File: src/icd_pkg.sv
// Package for the indexed circular deque: sizes, codes, control word format
// and the microcode program. No dependencies.
package icd_pkg;

  localparam int unsigned CAPACITY   = 256;
  localparam int unsigned DATA_WIDTH = 32;
  localparam int unsigned ADDR_W     = $clog2(CAPACITY);
  localparam int unsigned CNT_W      = ADDR_W + 1;
  localparam int unsigned POS_W      = 9;
  localparam int unsigned VALUE_W    = 32;
  localparam int unsigned COUNT_W    = 9;
  localparam int unsigned STATUS_W   = 2;
  localparam int unsigned CMP_W      = (POS_W > CNT_W) ? POS_W : CNT_W;
  localparam int unsigned STEP_W     = 3;

  localparam logic KIND_INSERT = 1'b0;
  localparam logic KIND_REMOVE = 1'b1;

  typedef enum logic [STATUS_W-1:0] {
    ST_OK    = 2'd0,
    ST_FULL  = 2'd1,
    ST_RANGE = 2'd2
  } icd_status_e;

  // datapath operation of one microcode step
  typedef enum logic [2:0] {
    OP_LATCH,
    OP_SETUP,
    OP_RD_VAL,
    OP_CAPTURE,
    OP_MOVE,
    OP_PUT,
    OP_COMMIT,
    OP_RESPOND
  } icd_op_e;

  // jump condition: taken -> target, else next step
  typedef enum logic [2:0] {
    C_NEVER,
    C_NO_ITEM,
    C_ERR,
    C_INSERT,
    C_MORE,
    C_OUT_BUSY
  } icd_cond_e;

  typedef logic [STEP_W-1:0] icd_step_t;

  localparam icd_step_t STEP_LATCH   = icd_step_t'(0);
  localparam icd_step_t STEP_SETUP   = icd_step_t'(1);
  localparam icd_step_t STEP_RD_VAL  = icd_step_t'(2);
  localparam icd_step_t STEP_CAPTURE = icd_step_t'(3);
  localparam icd_step_t STEP_MOVE    = icd_step_t'(4);
  localparam icd_step_t STEP_PUT     = icd_step_t'(5);
  localparam icd_step_t STEP_COMMIT  = icd_step_t'(6);
  localparam icd_step_t STEP_RESPOND = icd_step_t'(7);

  typedef struct packed {
    icd_op_e   op;
    icd_cond_e cond;
    icd_step_t target;
  } icd_cw_t;

  typedef struct packed {
    logic no_item;
    logic err;
    logic insert;
    logic more;
    logic out_busy;
  } icd_flags_t;

  // Microcode ROM. The last step falls through to step 0 by wrap.
  function automatic icd_cw_t ucode_word(input icd_step_t step);
    icd_cw_t cw;
    case (step)
      STEP_LATCH:   cw = '{op: OP_LATCH,   cond: C_NO_ITEM,  target: STEP_LATCH};
      STEP_SETUP:   cw = '{op: OP_SETUP,   cond: C_ERR,      target: STEP_RESPOND};
      STEP_RD_VAL:  cw = '{op: OP_RD_VAL,  cond: C_INSERT,   target: STEP_MOVE};
      STEP_CAPTURE: cw = '{op: OP_CAPTURE, cond: C_NEVER,    target: STEP_LATCH};
      STEP_MOVE:    cw = '{op: OP_MOVE,    cond: C_MORE,     target: STEP_MOVE};
      STEP_PUT:     cw = '{op: OP_PUT,     cond: C_NEVER,    target: STEP_LATCH};
      STEP_COMMIT:  cw = '{op: OP_COMMIT,  cond: C_NEVER,    target: STEP_LATCH};
      STEP_RESPOND: cw = '{op: OP_RESPOND, cond: C_OUT_BUSY, target: STEP_RESPOND};
      default:      cw = '{op: OP_LATCH,   cond: C_NO_ITEM,  target: STEP_LATCH};
    endcase
    return cw;
  endfunction

endpackage

File: src/icd_datapath.sv
// Datapath: item latch, head/count registers, shift pointers, slot RAM
// port drive and output register. Depends on icd_pkg.
module icd_datapath (
  input  logic                                clk_i,
  input  logic                                rst_ni,
  input  icd_pkg::icd_cw_t                    cw_i,
  output icd_pkg::icd_flags_t                 flags_o,
  input  logic                                in_valid_i,
  output logic                                in_stall_o,
  input  logic                                kind_i,
  input  logic [icd_pkg::POS_W-1:0]           position_i,
  input  logic signed [icd_pkg::VALUE_W-1:0]  value_i,
  output logic                                out_valid_o,
  input  logic                                out_stall_i,
  output logic signed [icd_pkg::VALUE_W-1:0]  removed_value_o,
  output logic [icd_pkg::COUNT_W-1:0]         count_o,
  output logic [icd_pkg::STATUS_W-1:0]        status_o,
  output logic                                ram_we_o,
  output logic [icd_pkg::ADDR_W-1:0]          ram_waddr_o,
  output logic [icd_pkg::DATA_WIDTH-1:0]      ram_wdata_o,
  output logic                                ram_re_o,
  output logic [icd_pkg::ADDR_W-1:0]          ram_raddr_o,
  input  logic [icd_pkg::DATA_WIDTH-1:0]      ram_rdata_i
);

  // control state
  logic [icd_pkg::ADDR_W-1:0]     head_q, head_d;
  logic [icd_pkg::CNT_W-1:0]      used_q, used_d;
  logic                           pend_q, pend_d;
  logic                           out_valid_q, out_valid_d;
  // item and shift payload
  logic                           kind_q, kind_d;
  logic [icd_pkg::POS_W-1:0]      pos_q, pos_d;
  logic [icd_pkg::DATA_WIDTH-1:0] value_q, value_d;
  logic [icd_pkg::DATA_WIDTH-1:0] removed_q, removed_d;
  icd_pkg::icd_status_e           status_q, status_d;
  logic                           front_q, front_d;
  logic                           up_q, up_d;
  logic [icd_pkg::ADDR_W-1:0]     rd_ptr_q, rd_ptr_d;
  logic [icd_pkg::ADDR_W-1:0]     wr_ptr_q, wr_ptr_d;
  logic [icd_pkg::ADDR_W-1:0]     tgt_q, tgt_d;
  logic [icd_pkg::CNT_W-1:0]      n_q, n_d;
  logic [icd_pkg::VALUE_W-1:0]    out_removed_q, out_removed_d;
  logic [icd_pkg::COUNT_W-1:0]    out_count_q, out_count_d;
  icd_pkg::icd_status_e           out_status_q, out_status_d;

  logic [icd_pkg::CMP_W-1:0]  pos_w, used_w;
  logic [icd_pkg::ADDR_W-1:0] pos_a, used_a;
  logic                       front;
  logic                       out_busy;
  icd_pkg::icd_status_e       status_c;

  assign pos_w    = icd_pkg::CMP_W'(pos_q);
  assign used_w   = icd_pkg::CMP_W'(used_q);
  assign pos_a    = icd_pkg::ADDR_W'(pos_w);
  assign used_a   = icd_pkg::ADDR_W'(used_q);
  assign front    = pos_w < (used_w >> 1);
  assign out_busy = out_valid_q && out_stall_i;

  // full check ahead of range check
  always_comb begin
    status_c = icd_pkg::ST_OK;
    if (kind_q == icd_pkg::KIND_INSERT) begin
      if (used_q == icd_pkg::CNT_W'(icd_pkg::CAPACITY)) begin
        status_c = icd_pkg::ST_FULL;
      end else if (pos_w > used_w) begin
        status_c = icd_pkg::ST_RANGE;
      end
    end else if (pos_w >= used_w) begin
      status_c = icd_pkg::ST_RANGE;
    end
  end

  always_comb begin
    head_d        = head_q;
    used_d        = used_q;
    pend_d        = pend_q;
    out_valid_d   = out_valid_q;
    kind_d        = kind_q;
    pos_d         = pos_q;
    value_d       = value_q;
    removed_d     = removed_q;
    status_d      = status_q;
    front_d       = front_q;
    up_d          = up_q;
    rd_ptr_d      = rd_ptr_q;
    wr_ptr_d      = wr_ptr_q;
    tgt_d         = tgt_q;
    n_d           = n_q;
    out_removed_d = out_removed_q;
    out_count_d   = out_count_q;
    out_status_d  = out_status_q;
    ram_we_o      = 1'b0;
    ram_waddr_o   = wr_ptr_q;
    ram_wdata_o   = ram_rdata_i;
    ram_re_o      = 1'b0;
    ram_raddr_o   = rd_ptr_q;

    if (out_valid_q && !out_stall_i) begin
      out_valid_d = 1'b0;
    end

    case (cw_i.op)
      icd_pkg::OP_LATCH: begin
        if (in_valid_i) begin
          kind_d  = kind_i;
          pos_d   = position_i;
          value_d = icd_pkg::DATA_WIDTH'($unsigned(value_i));
        end
      end
      icd_pkg::OP_SETUP: begin
        status_d  = status_c;
        removed_d = '0;
        pend_d    = 1'b0;
        front_d   = front;
        tgt_d     = head_q + pos_a;
        if (kind_q == icd_pkg::KIND_INSERT) begin
          if (front) begin
            // head steps back one; front elements slide toward it
            tgt_d    = head_q + pos_a - 1'b1;
            rd_ptr_d = head_q;
            up_d     = 1'b1;
            n_d      = icd_pkg::CNT_W'(pos_w);
          end else begin
            rd_ptr_d = head_q + used_a - 1'b1;
            up_d     = 1'b0;
            n_d      = icd_pkg::CNT_W'(used_w - pos_w);
          end
        end else begin
          if (front) begin
            rd_ptr_d = head_q + pos_a - 1'b1;
            up_d     = 1'b0;
            n_d      = icd_pkg::CNT_W'(pos_w);
          end else begin
            rd_ptr_d = head_q + pos_a + 1'b1;
            up_d     = 1'b1;
            n_d      = icd_pkg::CNT_W'(used_w - pos_w - 1'b1);
          end
        end
      end
      icd_pkg::OP_RD_VAL: begin
        ram_re_o    = 1'b1;
        ram_raddr_o = head_q + pos_a;
      end
      icd_pkg::OP_CAPTURE: begin
        removed_d = ram_rdata_i;
      end
      icd_pkg::OP_MOVE: begin
        // write back the element read last cycle while reading the next
        ram_we_o = pend_q;
        if (n_q != '0) begin
          ram_re_o = 1'b1;
          rd_ptr_d = up_q ? rd_ptr_q + 1'b1 : rd_ptr_q - 1'b1;
          wr_ptr_d = up_q ? rd_ptr_q - 1'b1 : rd_ptr_q + 1'b1;
          n_d      = n_q - 1'b1;
          pend_d   = 1'b1;
        end else begin
          pend_d   = 1'b0;
        end
      end
      icd_pkg::OP_PUT: begin
        if (kind_q == icd_pkg::KIND_INSERT) begin
          ram_we_o    = 1'b1;
          ram_waddr_o = tgt_q;
          ram_wdata_o = value_q;
        end
      end
      icd_pkg::OP_COMMIT: begin
        if (kind_q == icd_pkg::KIND_INSERT) begin
          used_d = used_q + 1'b1;
          if (front_q) begin
            head_d = head_q - 1'b1;
          end
        end else begin
          used_d = used_q - 1'b1;
          if (front_q) begin
            head_d = head_q + 1'b1;
          end
        end
      end
      icd_pkg::OP_RESPOND: begin
        if (!out_busy) begin
          out_valid_d   = 1'b1;
          out_removed_d = icd_pkg::VALUE_W'(removed_q);
          out_count_d   = icd_pkg::COUNT_W'(used_q);
          out_status_d  = status_q;
        end
      end
      default: ;
    endcase
  end

  always_ff @(posedge clk_i or negedge rst_ni) begin
    if (!rst_ni) begin
      head_q      <= '0;
      used_q      <= '0;
      pend_q      <= 1'b0;
      out_valid_q <= 1'b0;
    end else begin
      head_q      <= head_d;
      used_q      <= used_d;
      pend_q      <= pend_d;
      out_valid_q <= out_valid_d;
    end
  end

  always_ff @(posedge clk_i) begin
    kind_q        <= kind_d;
    pos_q         <= pos_d;
    value_q       <= value_d;
    removed_q     <= removed_d;
    status_q      <= status_d;
    front_q       <= front_d;
    up_q          <= up_d;
    rd_ptr_q      <= rd_ptr_d;
    wr_ptr_q      <= wr_ptr_d;
    tgt_q         <= tgt_d;
    n_q           <= n_d;
    out_removed_q <= out_removed_d;
    out_count_q   <= out_count_d;
    out_status_q  <= out_status_d;
  end

  assign in_stall_o      = (cw_i.op != icd_pkg::OP_LATCH);
  assign out_valid_o     = out_valid_q;
  assign removed_value_o = out_removed_q;
  assign count_o         = out_count_q;
  assign status_o        = out_status_q;

  assign flags_o.no_item  = !in_valid_i;
  assign flags_o.err      = (status_c != icd_pkg::ST_OK);
  assign flags_o.insert   = (kind_q == icd_pkg::KIND_INSERT);
  assign flags_o.more     = (n_q != '0);
  assign flags_o.out_busy = out_busy;

endmodule

File: config.mk
export PLATFORM = sky130hd
export DESIGN_NAME = icd_datapath
export DESIGN_NICKNAME = d
export VERILOG_FILES = /design/src/icd_pkg.sv /design/src/icd_datapath.sv
export SDC_FILE = /design/constraint.sdc
export NUM_CORES = 1
export LEC_CHECK = 0
export ABC_AREA = 1
export BUFFER_PORTS_ARGS = -buffer_cell sky130_fd_sc_hd__buf_4
export CORE_AREA = 2 2 137 152
export CTS_BUF_LIST = sky130_fd_sc_hd__clkbuf_8
export DETAILED_ROUTE_END_ITERATION = 16
export DIE_AREA = 0 0 139 154
export GPL_ROUTABILITY_DRIVEN = 0
export HOLD_SLACK_MARGIN = 0.08
export PLACE_DENSITY = 0.72
export SYNTH_ARGS = -nofsm -noshare
export SYNTH_HDL_FRONTEND = slang
export SYNTH_SLANG_ARGS = --single-unit
File: constraint.sdc
create_clock -name clk_i -period 3.23 [get_ports clk_i]
set_input_delay 0.1615 -clock clk_i [delete_from_list [all_inputs] [get_ports clk_i]]
set_output_delay 0.1615 -clock clk_i [all_outputs]
set_load 0.02 [all_outputs]
==> results by group <==
Outcome
  – Run status: finished clean

Die
  – Core footprint: 19700 um^2
  – Chip Height: 154 um
  – Row cnt: 54
  – Die area: 21400 um^2
  – I/O Pins: 187
  – Starting Density: 0.494
  – Die Width: 139 um

STA
  – Final Cycle Share: 0.882
  – Final setup vio count: 0
  – Setup_tns: 0 ns
  – Hold violation count in the final report: 0
  – Clock Skews: 0.0119 ns
  – Slew Viols, Final: 0
  – Slew HR: 0.495
  – Slew @ Worst Pin: 0.756 ns
  – RSZ-0062 raised after global routing: no
  – Fin Hold WS: 0.116 ns
  – FMAX: 351 MHz
  – Minimum clock period: 2.85 ns

Yosys
  – Post-synthesis cell type count: 44
  – Syn Nets: 1213
  – Cells after Synth: 1066
  – Synth Register Bits: 173
  – Number of synthesized flops with an enable pin: 154
  – Ys async rst share: 0.110
  – Mean area per synthesized cell: 9.14 um^2
  – Share of the yosys chip area belonging to registers: 0.523
  – Ys flop type: edfxtp_1
  – Synthesis Warnings: 0
  – Synthesized cell area: 9740 um^2

Placed design
  – DP Wirelength: 17.9 mm
  – Placed Area: 11400 um^2
  – IO buf count: 180

Finish
  – Ant. Diodes: 0
  – Area grow syn2layout: 28.8%
  – # nets final: 1478
  – Layout cells sized above 1: 0.188
  – Finished Cell Area: 12500 um^2
  – Fillers: 1601

GRT
  – First-pass GRT wire length: 40.1 mm
  – Initial antenna violation count: 0
  – Global route overflow: 0
  – Gr usage total: 0.235
  – Largest net degree at the start of global routing: 68
  – Vias in the first global route: 8250

Worst setup path
  – Critical Path Fanout Max: 5
  – WP data arrival: 2.69 ns
  – Critical Path RT: 3.07 ns
  – Worst Setup End Kind: output pin
  – Worst setup path category: reg2out
  – Startpoint types: register

Detailed routing
  – # DRC: 0
  – Vias: 8278
  – Iteration-0 DRC Markers: 605
  – DRT Wirelength: 24.9 mm
  – ANT nets after route: 0
  – Pre-antenna DRT Iters: 6
  – Average wire per standard cell: 15.6 um
  – Via/cell ratio: 5.19

Clocking
  – Postcts setup bufs: 0
  – Clock transition at the registers of the reported paths: 0.10 ns
  – Clock root buffer: clkbuf_8
  – Clk sink count: 173
  – CTS H-tree depth: 4
  – CTS tree: done
  – TritonCTS Buffers: 17
  – Clk buf depth: 2
  – Worst skew pair latency: 0.47 ns

Hold path
  – Min-delay worst type: in2async

Run
  – Max Cap Violations: 0

Power
  – Gate power share: 0.498
  – Power Dens Cells: 720 nW/um^2
  – Clock Power Share: 0.162
  – Reg power frac: 0.340
  – Worst VDD drop: 0.418 mV
  – Pleak: 5.67 nW
  – Sw frac: 0.433
  – Switch Pwr: 3.91 mW
  – Internal Power: 5.12 mW
-- cells in the final DEF, fill, tap and decap left out, types with 4 or more instances in the layout --
| cell type | count |
|---|---|
| nand2_1 | 259 |
| buf_4 | 194 |
| edfxtp_1 | 154 |
| inv_1 | 152 |
| o21ai_0 | 85 |
| nor2_1 | 80 |
| dlygate4sd3_1 | 77 |
| nand3_1 | 58 |
| ha_1 | 56 |
| a21oi_1 | 41 |
| xor2_1 | 25 |
| dfrtp_1 | 19 |
| clkbuf_8 | 17 |
| nand4_1 | 15 |
| xnor2_1 | 12 |
| o211ai_1 | 11 |
| nand2_2 | 9 |
| a22oi_1 | 8 |
| o22ai_1 | 7 |
| inv_8 | 6 |
| nor3_1 | 5 |
| nand3_2 | 4 |
| o21ai_1 | 4 |
| fa_1 | 4 |
-- routing by layer --
layer / up-vias / wire length (um) / track usage
met2: 290 / 12500 / 0.418
li1: 4091 / - / -
met4: 0 / 844 / 0.105
met1: 3836 / 10100 / 0.275
met5: - / 0 / 0
met3: 61 / 1450 / 0.0473
-- metrics by stage --
step / utilization / std cells / total power, mW / setup slack, ns
floorplan: - / 1066 / 6.35 / 0.374
global placement: 0.578 / 1487 / 7.36 / 0.504
detailed placement: 0.578 / 1487 / 7.47 / 0.442
CTS: 0.636 / 1595 / 9.02 / 0.367
global route: 0.636 / 1595 / 9.79 / 0.189
finish: 0.636 / 1595 / 9.04 / 0.381
-- registers in the layout, indices dropped and copies added (netlist names), 9 cells and up --
signal / flops
count_o: 9
value_q: 32
removed_value_o: 32
n_q: 9
used_q: 9
removed_q: 32
pos_q: 9
-- cells in the mapped netlist (2+ instances only) --
library cell / count / area (um^2)
nand4_1: 15 / 93.8
buf_6: 3 / 33.8
o31ai_1: 2 / 15.0
xor2_1: 25 / 219
ha_1: 56 / 701
a21o_1: 3 / 22.5
o21a_1: 2 / 15.0
dfrtp_1: 19 / 475
o211ai_1: 11 / 82.6
or2_1: 2 / 12.5
o21ai_1: 4 / 20.0
nor2_1: 82 / 308
o21ai_0: 85 / 425
or2_2: 2 / 12.5
nor4_1: 2 / 12.5
nor2_2: 2 / 12.5
nand3_2: 4 / 40.0
nand3_1: 58 / 290
a22oi_1: 8 / 60.1
fa_1: 4 / 80.1
inv_2: 3 / 11.3
xnor2_1: 12 / 105
a31oi_1: 3 / 18.8
edfxtp_1: 154 / 4620
buf_2: 5 / 25.0
o22ai_1: 7 / 43.8
a21oi_1: 41 / 205
inv_1: 152 / 571
nand2_1: 259 / 972
nor3_1: 5 / 25.0
clkbuf_1: 15 / 56.3
nand2_2: 9 / 56.3
-- power groups by stage --
stage	combinational, mW	sequential, mW	clock (mW)
2_1_floorplan	3.30	3.04	0
3_3_place_gp	4.25	3.11	0
3_5_place_dp	4.35	3.12	0
4_1_cts	4.47	3.07	1.48
5_1_grt	5.10	3.10	1.59
6_report	4.50	3.07	1.46
-- worst max-delay path: stages (launching register included) --
cell,delay [ns]
edfxtp_1,0.51
ha_1,0.28
inv_1,0.07
fa_1,0.40
inv_1,0.11
nand2_2,0.10
nand2_2,0.10
nand3_2,0.08
nand3_1,0.09
nand2_2,0.10
o21ai_0,0.20
buf_4,0.18
-- path summary, 6_finish.rpt --
path	to	from	depth (start not counted)	slack, ns
setup / recovery	ram_raddr_o[6]	pos_q[0]	11	0.38
hold / removal	used_q[6]	rst_ni	2	0.12
setup reg to reg	rd_ptr_q[7]	used_q[1]	18	0.40
hold reg to reg	removed_value_o[6]	removed_q[6]	0	0.42
max in group asynchronous	out_valid_o	rst_ni	2	2.86
min in group clk_i	value_q[4]	in_valid_i	3	0.22
-- what timing repair did --
item	in CTS	in global routing
gates resized for setup	0	0
hold endpoints to repair	94	0
hold buffers	77	0
endpoints found under the setup margin	0	0
-- final cells by class --
type / count / area, um^2 / area share
Sequential cell: 173 / 5100 / 0.406
Multi-Input combinational cell: 712 / 3950 / 0.314
Timing Repair Buffer: 271 / 2230 / 0.177
Inverter: 156 / 586 / 0.0467
Tap cell: 252 / 315 / 0.0251
Clock buffer: 17 / 234 / 0.0186
Clock inverter: 14 / 143 / 0.0114
-- cells by family (layout without fill, tap and decap cells) --
logic type,after synthesis,count (layout),share of synthesized area
and+or+nand+nor,446,446,0.194
buffers and inverters,181,458,0.0732
DFF,173,173,0.523
AOI/OAI and AO/OA,169,169,0.0962
adders and majority gates,60,60,0.0801
xor gates and xnor gates,37,37,0.0333
No activity file was read; power rests on OpenSTA's default activity.
