File: config.mk
export PLATFORM = sky130hd
export DESIGN_NAME = icd_seq
export DESIGN_NICKNAME = d
export VERILOG_FILES = /design/src/icd_pkg.sv /design/src/icd_seq.sv
export SDC_FILE = /design/constraint.sdc
export NUM_CORES = 1
export LEC_CHECK = 0
export BUFFER_PORTS_ARGS = -buffer_cell sky130_fd_sc_hd__buf_4
export CAP_MARGIN = 40
export CELL_PAD_IN_SITES_DETAIL_PLACEMENT = 0
export CELL_PAD_IN_SITES_GLOBAL_PLACEMENT = 1
export CORE_AREA = 2 2 39 41
export CTS_BUF_LIST = sky130_fd_sc_hd__clkbuf_8
export CTS_CLUSTER_DIAMETER = 60
export DETAILED_ROUTE_END_ITERATION = 12
export DIE_AREA = 0 0 41 43
export GPL_ROUTABILITY_DRIVEN = 0
export PLACE_DENSITY_LB_ADDON = 0.1
export SYNTH_ARGS = -nofsm -noshare
export SYNTH_HDL_FRONTEND = slang
export SYNTH_SLANG_ARGS = --single-unit
File: constraint.sdc
create_clock -name clk_i -period 2.8 [get_ports clk_i]
set_clock_uncertainty 0.2 [all_clocks]
set_input_delay 0 -clock clk_i [delete_from_list [all_inputs] [get_ports clk_i]]
set_output_delay 0 -clock clk_i [all_outputs]
set_load 0.02 [all_outputs]
File: src/icd_pkg.sv
// Package for the indexed circular deque: sizes, codes, control word format
// and the microcode program. No dependencies.
package icd_pkg;

  localparam int unsigned CAPACITY   = 256;
  localparam int unsigned DATA_WIDTH = 32;
  localparam int unsigned ADDR_W     = $clog2(CAPACITY);
  localparam int unsigned CNT_W      = ADDR_W + 1;
  localparam int unsigned POS_W      = 9;
  localparam int unsigned VALUE_W    = 32;
  localparam int unsigned COUNT_W    = 9;
  localparam int unsigned STATUS_W   = 2;
  localparam int unsigned CMP_W      = (POS_W > CNT_W) ? POS_W : CNT_W;
  localparam int unsigned STEP_W     = 3;

  localparam logic KIND_INSERT = 1'b0;
  localparam logic KIND_REMOVE = 1'b1;

  typedef enum logic [STATUS_W-1:0] {
    ST_OK    = 2'd0,
    ST_FULL  = 2'd1,
    ST_RANGE = 2'd2
  } icd_status_e;

  // datapath operation of one microcode step
  typedef enum logic [2:0] {
    OP_LATCH,
    OP_SETUP,
    OP_RD_VAL,
    OP_CAPTURE,
    OP_MOVE,
    OP_PUT,
    OP_COMMIT,
    OP_RESPOND
  } icd_op_e;

  // jump condition: taken -> target, else next step
  typedef enum logic [2:0] {
    C_NEVER,
    C_NO_ITEM,
    C_ERR,
    C_INSERT,
    C_MORE,
    C_OUT_BUSY
  } icd_cond_e;

  typedef logic [STEP_W-1:0] icd_step_t;

  localparam icd_step_t STEP_LATCH   = icd_step_t'(0);
  localparam icd_step_t STEP_SETUP   = icd_step_t'(1);
  localparam icd_step_t STEP_RD_VAL  = icd_step_t'(2);
  localparam icd_step_t STEP_CAPTURE = icd_step_t'(3);
  localparam icd_step_t STEP_MOVE    = icd_step_t'(4);
  localparam icd_step_t STEP_PUT     = icd_step_t'(5);
  localparam icd_step_t STEP_COMMIT  = icd_step_t'(6);
  localparam icd_step_t STEP_RESPOND = icd_step_t'(7);

  typedef struct packed {
    icd_op_e   op;
    icd_cond_e cond;
    icd_step_t target;
  } icd_cw_t;

  typedef struct packed {
    logic no_item;
    logic err;
    logic insert;
    logic more;
    logic out_busy;
  } icd_flags_t;

  // Microcode ROM. The last step falls through to step 0 by wrap.
  function automatic icd_cw_t ucode_word(input icd_step_t step);
    icd_cw_t cw;
    case (step)
      STEP_LATCH:   cw = '{op: OP_LATCH,   cond: C_NO_ITEM,  target: STEP_LATCH};
      STEP_SETUP:   cw = '{op: OP_SETUP,   cond: C_ERR,      target: STEP_RESPOND};
      STEP_RD_VAL:  cw = '{op: OP_RD_VAL,  cond: C_INSERT,   target: STEP_MOVE};
      STEP_CAPTURE: cw = '{op: OP_CAPTURE, cond: C_NEVER,    target: STEP_LATCH};
      STEP_MOVE:    cw = '{op: OP_MOVE,    cond: C_MORE,     target: STEP_MOVE};
      STEP_PUT:     cw = '{op: OP_PUT,     cond: C_NEVER,    target: STEP_LATCH};
      STEP_COMMIT:  cw = '{op: OP_COMMIT,  cond: C_NEVER,    target: STEP_LATCH};
      STEP_RESPOND: cw = '{op: OP_RESPOND, cond: C_OUT_BUSY, target: STEP_RESPOND};
      default:      cw = '{op: OP_LATCH,   cond: C_NO_ITEM,  target: STEP_LATCH};
    endcase
    return cw;
  endfunction

endpackage

File: src/icd_seq.sv
// Microcode sequencer: step counter, control ROM lookup, conditional jumps.
// Depends on icd_pkg.
module icd_seq (
  input  logic                clk_i,
  input  logic                rst_ni,
  input  icd_pkg::icd_flags_t flags_i,
  output icd_pkg::icd_cw_t    cw_o
);

  icd_pkg::icd_step_t step_q, step_d;
  icd_pkg::icd_cw_t   cw;
  logic               take;

  always_comb begin
    cw = icd_pkg::ucode_word(step_q);
    case (cw.cond)
      icd_pkg::C_NEVER:    take = 1'b0;
      icd_pkg::C_NO_ITEM:  take = flags_i.no_item;
      icd_pkg::C_ERR:      take = flags_i.err;
      icd_pkg::C_INSERT:   take = flags_i.insert;
      icd_pkg::C_MORE:     take = flags_i.more;
      icd_pkg::C_OUT_BUSY: take = flags_i.out_busy;
      default:             take = 1'b0;
    endcase
    step_d = take ? cw.target : step_q + 1'b1;
  end

  always_ff @(posedge clk_i or negedge rst_ni) begin
    if (!rst_ni) begin
      step_q <= icd_pkg::STEP_LATCH;
    end else begin
      step_q <= step_d;
    end
  end

  assign cw_o = cw;

endmodule

==> results of run 1 <==
-- metrics by stage --
| step | hold slack (ns) | utilization | setup WS, ns | cell area, µm² |
|---|---|---|---|---|
| final | 0.0355 | 0.388 | 0.596 | 537 |
| after detailed placement | -0.411 | 0.341 | 0.596 | 472 |
| after floorplan | -0.496 | - | 0.653 | 358 |
| after CTS | 0.0355 | 0.388 | 0.575 | 537 |
| after global placement | -0.408 | 0.341 | 0.671 | 472 |
| after global routing | 0.0598 | 0.388 | 0.487 | 537 |
-- synthesized netlist by cell type --
cell | instances | area (µm²)
sky130_fd_sc_hd__a22oi_1 | 2 | 15.0
sky130_fd_sc_hd__buf_6 | 1 | 11.3
sky130_fd_sc_hd__inv_1 | 8 | 30.0
sky130_fd_sc_hd__mux2i_1 | 3 | 30.0
sky130_fd_sc_hd__o2bb2ai_2 | 1 | 15.0
sky130_fd_sc_hd__buf_4 | 1 | 7.51
sky130_fd_sc_hd__o22a_2 | 1 | 10.0
sky130_fd_sc_hd__nand3_2 | 1 | 10.0
sky130_fd_sc_hd__a21oi_1 | 1 | 5.00
sky130_fd_sc_hd__a21oi_2 | 1 | 8.76
sky130_fd_sc_hd__o31ai_4 | 1 | 21.3
sky130_fd_sc_hd__xnor2_1 | 1 | 8.76
sky130_fd_sc_hd__nor3_1 | 1 | 5.00
sky130_fd_sc_hd__nor2_2 | 1 | 6.26
sky130_fd_sc_hd__o21ai_0 | 2 | 10.0
sky130_fd_sc_hd__ha_1 | 6 | 75.1
sky130_fd_sc_hd__nand2_1 | 2 | 7.51
sky130_fd_sc_hd__nand2b_1 | 1 | 6.26
sky130_fd_sc_hd__dfrtp_1 | 3 | 75.1
-- worst max-delay path, cell delays in order (launching register included) --
cell                      delay (ns)
sky130_fd_sc_hd__dfrtp_1        0.43
sky130_fd_sc_hd__inv_1          0.09
sky130_fd_sc_hd__ha_1           0.39
sky130_fd_sc_hd__inv_1          0.11
sky130_fd_sc_hd__nand2_1        0.10
sky130_fd_sc_hd__ha_1           0.31
sky130_fd_sc_hd__o22a_2         0.28
sky130_fd_sc_hd__a22oi_1        0.20
-- final timing paths --
path | startpoint | endpoint | slack (ns)
setup / recovery | step_q[0] | step_q[1] | 0.60
hold / removal | flags_i[4] | step_q[1] | 0.04
setup reg to reg | step_q[0] | step_q[1] | 0.60
hold reg to reg | step_q[0] | step_q[0] | 0.39
max in group asynchronous | rst_ni | step_q[0] | 1.79
min in group asynchronous | rst_ni | step_q[2] | 0.46
-- cell families after synthesis --
family,synth area share
AO/OA/AOI/OAI,0.238
multiplexers,0.0839
flip-flops,0.210
buffers and inverters,0.136
XOR/XNOR,0.0245
AND/OR/NAND/NOR,0.0979
adder cells (fa/ha/maj),0.210
-- per-layer routing --
metal  part of all wire  global-route usage
met5                  0                   0
met4              0.020              0.0800
met2               0.43               0.150
met3              0.080              0.0314
met1               0.47               0.156
-- layout make-up --
class	instances	area share
clock buffer	3	0.0769
clock inverter	1	0.00699
inverter	8	0.0559
multi-input combinational	25	0.436
sequential	3	0.140
tap	16	0.0373
timing repair buffer	17	0.247
-- timing repair --
action / 4_1_cts / 5_1_grt
endpoints found under the hold margin: 3 / 0
hold buffers: 2 / 0
buffers inserted: 0 / 0
==> impl_results.rst, run 1 <==
.. list-table::
   :header-rows: 1

   * - Metric
     - Value
   * - Status
     - complete, no violations
   * - Site Rows
     - 14
   * - Chip Height
     - about 43 µm
   * - Library cells used by synthesis
     - 19
   * - Data required time at the worst endpoint
     - ~2.7 ns
   * - Number of cell instances on the worst register-to-register path
     - 7
   * - Area of the multi-input gates
     - around 230 µm²
   * - Post-synthesis instance total
     - 38
   * - Full die area
     - approximately 1800 µm²
   * - Remaining global-route overflow
     - 0
   * - H-Tree Depth
     - 1
   * - Via count of the first global-routing pass
     - between 300 and 400
   * - Number of port buffers
     - 15
   * - Hpwl dp
     - between 600 and 700 µm
   * - Post-synthesis register bit count
     - 3
   * - Post-cts repair resize count
     - 0
   * - CTS tree
     - built
   * - Total clock buffers created by CTS
     - 3
   * - Kind of capture point of the worst setup path
     - flip-flop
   * - Area taken by flip-flops and latches
     - 75.1 µm²
   * - Filler instances
     - approximately 140
   * - CP max FO
     - 6
   * - Number of nets in the layout
     - 71
   * - Final Setup Violations
     - 0
   * - Transition at the pin with the smallest max-transition slack
     - approximately 0.37 ns
   * - Count of final hold-check violations
     - 0
   * - Registers with the highest flip-flop counts
     - step_q: 3 flops
   * - Maximum operating frequency
     - between 0.4 and 0.5 GHz
   * - 1st-iter DRT viols
     - 0
   * - Largest register by flop count
     - step_q
   * - Number of max-cap violations
     - 0
   * - CTS Buffer Depth
     - 2
   * - Yosys warns
     - 0
   * - RSZ-0062 raised after global routing
     - no
   * - Number of placed I/O pins
     - 16
   * - Commonest non-fill, non-tap cell in the layout
     - sky130_fd_sc_hd__buf_4
   * - Flip-flop count of the largest register, all copies and words added
     - 3
   * - Number of vias in the routed layout
     - between 300 and 400
   * - Die X
     - between 40 and 50 µm
   * - Fin. max-slew vios
     - 0
   * - Routed wire length per instance
     - 10.7 µm
   * - Aggregate routed wire length
     - 784 µm
   * - Core area
     - 1380 µm²
   * - Final worst path period need
     - between 2 and 2.5 ns
   * - Wire length of the first global-routing pass
     - roughly 1.3 mm
   * - CTS clk-pin slew, worst paths
     - 0.03 ns
   * - Synthesis-to-layout area growth
     - 50.0%
   * - DRC violation count after routing
     - 0
   * - GRT Resource Usage Total
     - 0.115
   * - Total negative slack for setup checks
     - 0 ns
   * - Routed via count divided by cell count
     - between 4 and 5
   * - Inst Count DP
     - 67
   * - Share of synthesized area occupied by flip-flops and latches
     - 0.210
   * - Clock Sinks
     - 3
   * - Antenna Diode Count
     - 0
   * - Largest net degree at the start of global routing
     - 10
   * - Antenna-violating nets left
     - 0
   * - Mapped Avg Cell Area
     - between 9 and 10 µm²
   * - Clock insertion delay at the later pin of the skew report
     - about 0.21 ns
   * - Worst min path class
     - input port to flip-flop
   * - Combined area of all synthesized cells
     - between 300 and 400 µm²
   * - Worst Hold Depth
     - 4
   * - Type of the worst setup path
     - flip-flop to flip-flop
   * - Data arrival time of the worst path
     - 2.13 ns
   * - Commonest cells after routing, fill and taps aside
     - 15 x sky130_fd_sc_hd__buf_4, 9 x sky130_fd_sc_hd__inv_1, 6 x sky130_fd_sc_hd__ha_1
   * - Final period util
     - 0.787
   * - Buffer type at the clock tree root
     - sky130_fd_sc_hd__clkbuf_8
   * - Layout Cells excl Fill
     - 73
   * - Synthesized netlist net count
     - 51
   * - Relative max-transition margin
     - 0.753
   * - TritonRoute pass-1 iters
     - 1
   * - Element type at the critical path start
     - flip-flop
   * - Share of cells above drive strength 1
     - 0.421
   * - Antenna violations before repair
     - 0
   * - Starting Density
     - 0.259
Power of run 1 is left out: the tool's default activity adds up to more than one toggle a clock period on the data nets, which glitch-free logic cannot reach.
==> inputs of run 2 (changes only) <==
==> constraint.sdc (replaced) <==
create_clock -name clk_i -period 1.8 [get_ports clk_i]
set_clock_uncertainty 0.2 [all_clocks]
set_input_delay 0 -clock clk_i [delete_from_list [all_inputs] [get_ports clk_i]]
set_output_delay 0 -clock clk_i [all_outputs]
set_load 0.02 [all_outputs]
==> run 2 against run 1 <==
Net effect: the run now ends with setup timing left; die area is the same; wire length grew 30%; utilization grew 14 points; via count grew 20%; worst setup slack lost 0.60 ns; register-to-register slack lost 0.60 ns; count of clock-buffer cells in the layout is the same; non-clock buffer count grew 13; sequential share of layout area shrank 3.4 points.
==> impl_results.rst, run 2 (synthesized netlist as in run 1, its figures left out) <==
.. list-table::
   :header-rows: 1

   * - Metric
     - Value
   * - Status
     - finished with violations
   * - Failing checks
     - setup timing
   * - Filler instances
     - about 140
   * - Delay-heaviest family, CP
     - adder cells
   * - Count of final hold-check violations
     - 0
   * - GR Util met2
     - 0.219
   * - Transition at the pin with the smallest max-transition slack
     - about 0.27 ns
   * - Synthesis-to-layout area growth
     - 105%
   * - Commonest cells after routing, fill and taps aside
     - 28 x sky130_fd_sc_hd__buf_4, 5 x sky130_fd_sc_hd__inv_1, 3 x sky130_fd_sc_hd__ha_4, 3 x sky130_fd_sc_hd__clkbuf_8
   * - Aggregate routed wire length
     - between 1 and 1.5 mm
   * - Starting Density
     - 0.259
   * - Largest register by flop count
     - step_q
   * - Clock Sinks
     - 3
   * - Routed wire length per instance
     - ~12 µm
   * - Number of buffer and inverter instances along the worst setup path
     - 2
   * - Minimum setup slack in the final design
     - -0.00404 ns
   * - Largest net degree at the start of global routing
     - 5
   * - Maximum operating frequency
     - 0.554 GHz
   * - 1st-iter DRT viols
     - 1
   * - Clock insertion delay at the later pin of the skew report
     - 0.22 ns
   * - Number of placed I/O pins
     - 16
   * - Core area
     - approximately 1400 µm²
   * - H-Tree Depth
     - 1
   * - Registers with the highest flip-flop counts
     - step_q: 3 flops
   * - Met3 Resource Use GR
     - 0.0366
   * - Worst setup slack before clock tree synthesis
     - -0.0453 ns
   * - Buffer type at the clock tree root
     - sky130_fd_sc_hd__clkbuf_8
   * - CP max FO
     - 4
   * - Share of cells above drive strength 1
     - 0.743
   * - Inst Count DP
     - 75
   * - Number of max-cap violations
     - 0
   * - Final period util
     - 1.00
   * - Wire length of the first global-routing pass
     - between 1.5 and 2 mm
   * - Number of nets in the layout
     - between 80 and 90
   * - Flip-flop count of the largest register, all copies and words added
     - 3
   * - Kind of capture point of the worst setup path
     - flip-flop
   * - Final worst path period need
     - around 1.8 ns
   * - Antenna Diode Count
     - 0
   * - Data required time at the worst endpoint
     - roughly 1.7 ns
   * - Type of the worst setup path
     - flip-flop to flip-flop
   * - CTS clk-pin slew, worst paths
     - around 0.030 ns
   * - Slowest library cell on the worst path
     - sky130_fd_sc_hd__dfrtp_2
   * - Via count of the first global-routing pass
     - ~380
   * - Worst min path class
     - input port to flip-flop
   * - Global-route met1 utilization
     - 0.143
   * - CTS Buffer Depth
     - 2
   * - Critical path's largest stage delay
     - roughly 0.42 ns
   * - Layout Cells excl Fill
     - 86
   * - CTS tree
     - built
   * - Cells along the critical path
     - inv_4, ha_4, inv_4, nand2_4, ha_4, o22a_4, mux2i_1
   * - Hpwl dp
     - ~760 µm
   * - GRT Resource Usage Total
     - 0.140
   * - Die X
     - between 40 and 50 µm
   * - Remaining global-route overflow
     - 0
   * - Most used routing layer
     - met2
   * - Number of port buffers
     - 15
   * - Full die area
     - about 1800 µm²
   * - Final Setup Violations
     - 2
   * - Element type at the critical path start
     - flip-flop
   * - Routed via count divided by cell count
     - between 4 and 5
   * - Antenna-violating nets left
     - 0
   * - Antenna violations before repair
     - 0
   * - Relative max-transition margin
     - 0.821
   * - RSZ-0062 raised after global routing
     - yes
   * - Total clock buffers created by CTS
     - 3
   * - Fin. max-slew vios
     - 0
   * - Data arrival time of the worst path
     - roughly 1.7 ns
   * - Commonest non-fill, non-tap cell in the layout
     - sky130_fd_sc_hd__buf_4
   * - Chip Height
     - 43 µm
   * - TritonRoute pass-1 iters
     - 2
   * - Site Rows
     - 14
   * - Number of vias in the routed layout
     - 385
   * - Fin Hold WS
     - between 0.04 and 0.05 ns
   * - DRC violation count after routing
     - 0
run 2: cell count changes in the layout (fill, tap and decap cells not counted), moves of 2 or more:
| cell | previous run | this run |
|---|---|---|
| sky130_fd_sc_hd__inv_2 | 0 | 2 |
| sky130_fd_sc_hd__ha_1 | 6 | 2 |
| sky130_fd_sc_hd__dfrtp_2 | 0 | 2 |
| sky130_fd_sc_hd__buf_4 | 15 | 28 |
| sky130_fd_sc_hd__inv_4 | 0 | 2 |
| sky130_fd_sc_hd__ha_4 | 0 | 3 |
| sky130_fd_sc_hd__inv_1 | 9 | 5 |
| sky130_fd_sc_hd__a22oi_1 | 2 | 0 |
| sky130_fd_sc_hd__dfrtp_1 | 3 | 1 |
| sky130_fd_sc_hd__a22oi_2 | 0 | 2 |
run 2: area by class of cell:
cell class / instances / area, µm² / area share
clock buffer: 3 / 41.3 / 0.0562
clock inverter: 1 / 3.75 / 0.00511
inverter: 8 / 35.0 / 0.0477
multi-input combinational: 25 / 327 / 0.445
sequential: 3 / 77.6 / 0.106
tap: 16 / 20.0 / 0.0273
timing repair buffer: 30 / 230 / 0.313
run 2: worst paths after layout:
kind                            start        end  slack [ns]  depth (start not counted)
hold / removal             flags_i[4]  step_q[1]        0.04                          4
min in group asynchronous      rst_ni  step_q[2]        0.47                          3
setup reg to reg            step_q[0]  step_q[0]      -0.004                          7
max in group asynchronous      rst_ni  step_q[0]        0.75                          3
hold reg to reg             step_q[0]  step_q[0]        0.41                          2
setup / recovery            step_q[0]  step_q[0]      -0.004                          7
run 2: per-layer routing:
metal  vias up  wire (µm)
met5         -          0
met4         0         63
met3         6         74
met2        17        509
met1       169        373
li1        193          -
run 2: tightest hold or removal path, cell delays in order:
cell and delay [ns]:
sky130_fd_sc_hd__buf_4 0.11, sky130_fd_sc_hd__o2bb2ai_2 0.12, sky130_fd_sc_hd__o21ai_0 0.12, sky130_fd_sc_hd__a22oi_2 0.07
run 2: metrics by stage:
step | utilization | instance area [µm²] | TNS (ns)
4_1_cts | 0.487 | 674 | 0
3_3_place_gp | 0.420 | 582 | -0.0406
6_report | 0.531 | 734 | -0.00429
2_1_floorplan | - | 408 | -0.0362
5_1_grt | 0.531 | 734 | -0.203
3_5_place_dp | 0.420 | 582 | -0.0921
run 2: repair_timing:
action                                 4_1_cts  5_1_grt
endpoints found under the hold margin        3        0
hold buffers                                 2        0
resized for setup                            4        7
setup endpoints to repair                    5        5
pin swaps                                    2        5
setup buffers                                1        4
Power of run 2 is left out for the same reason.
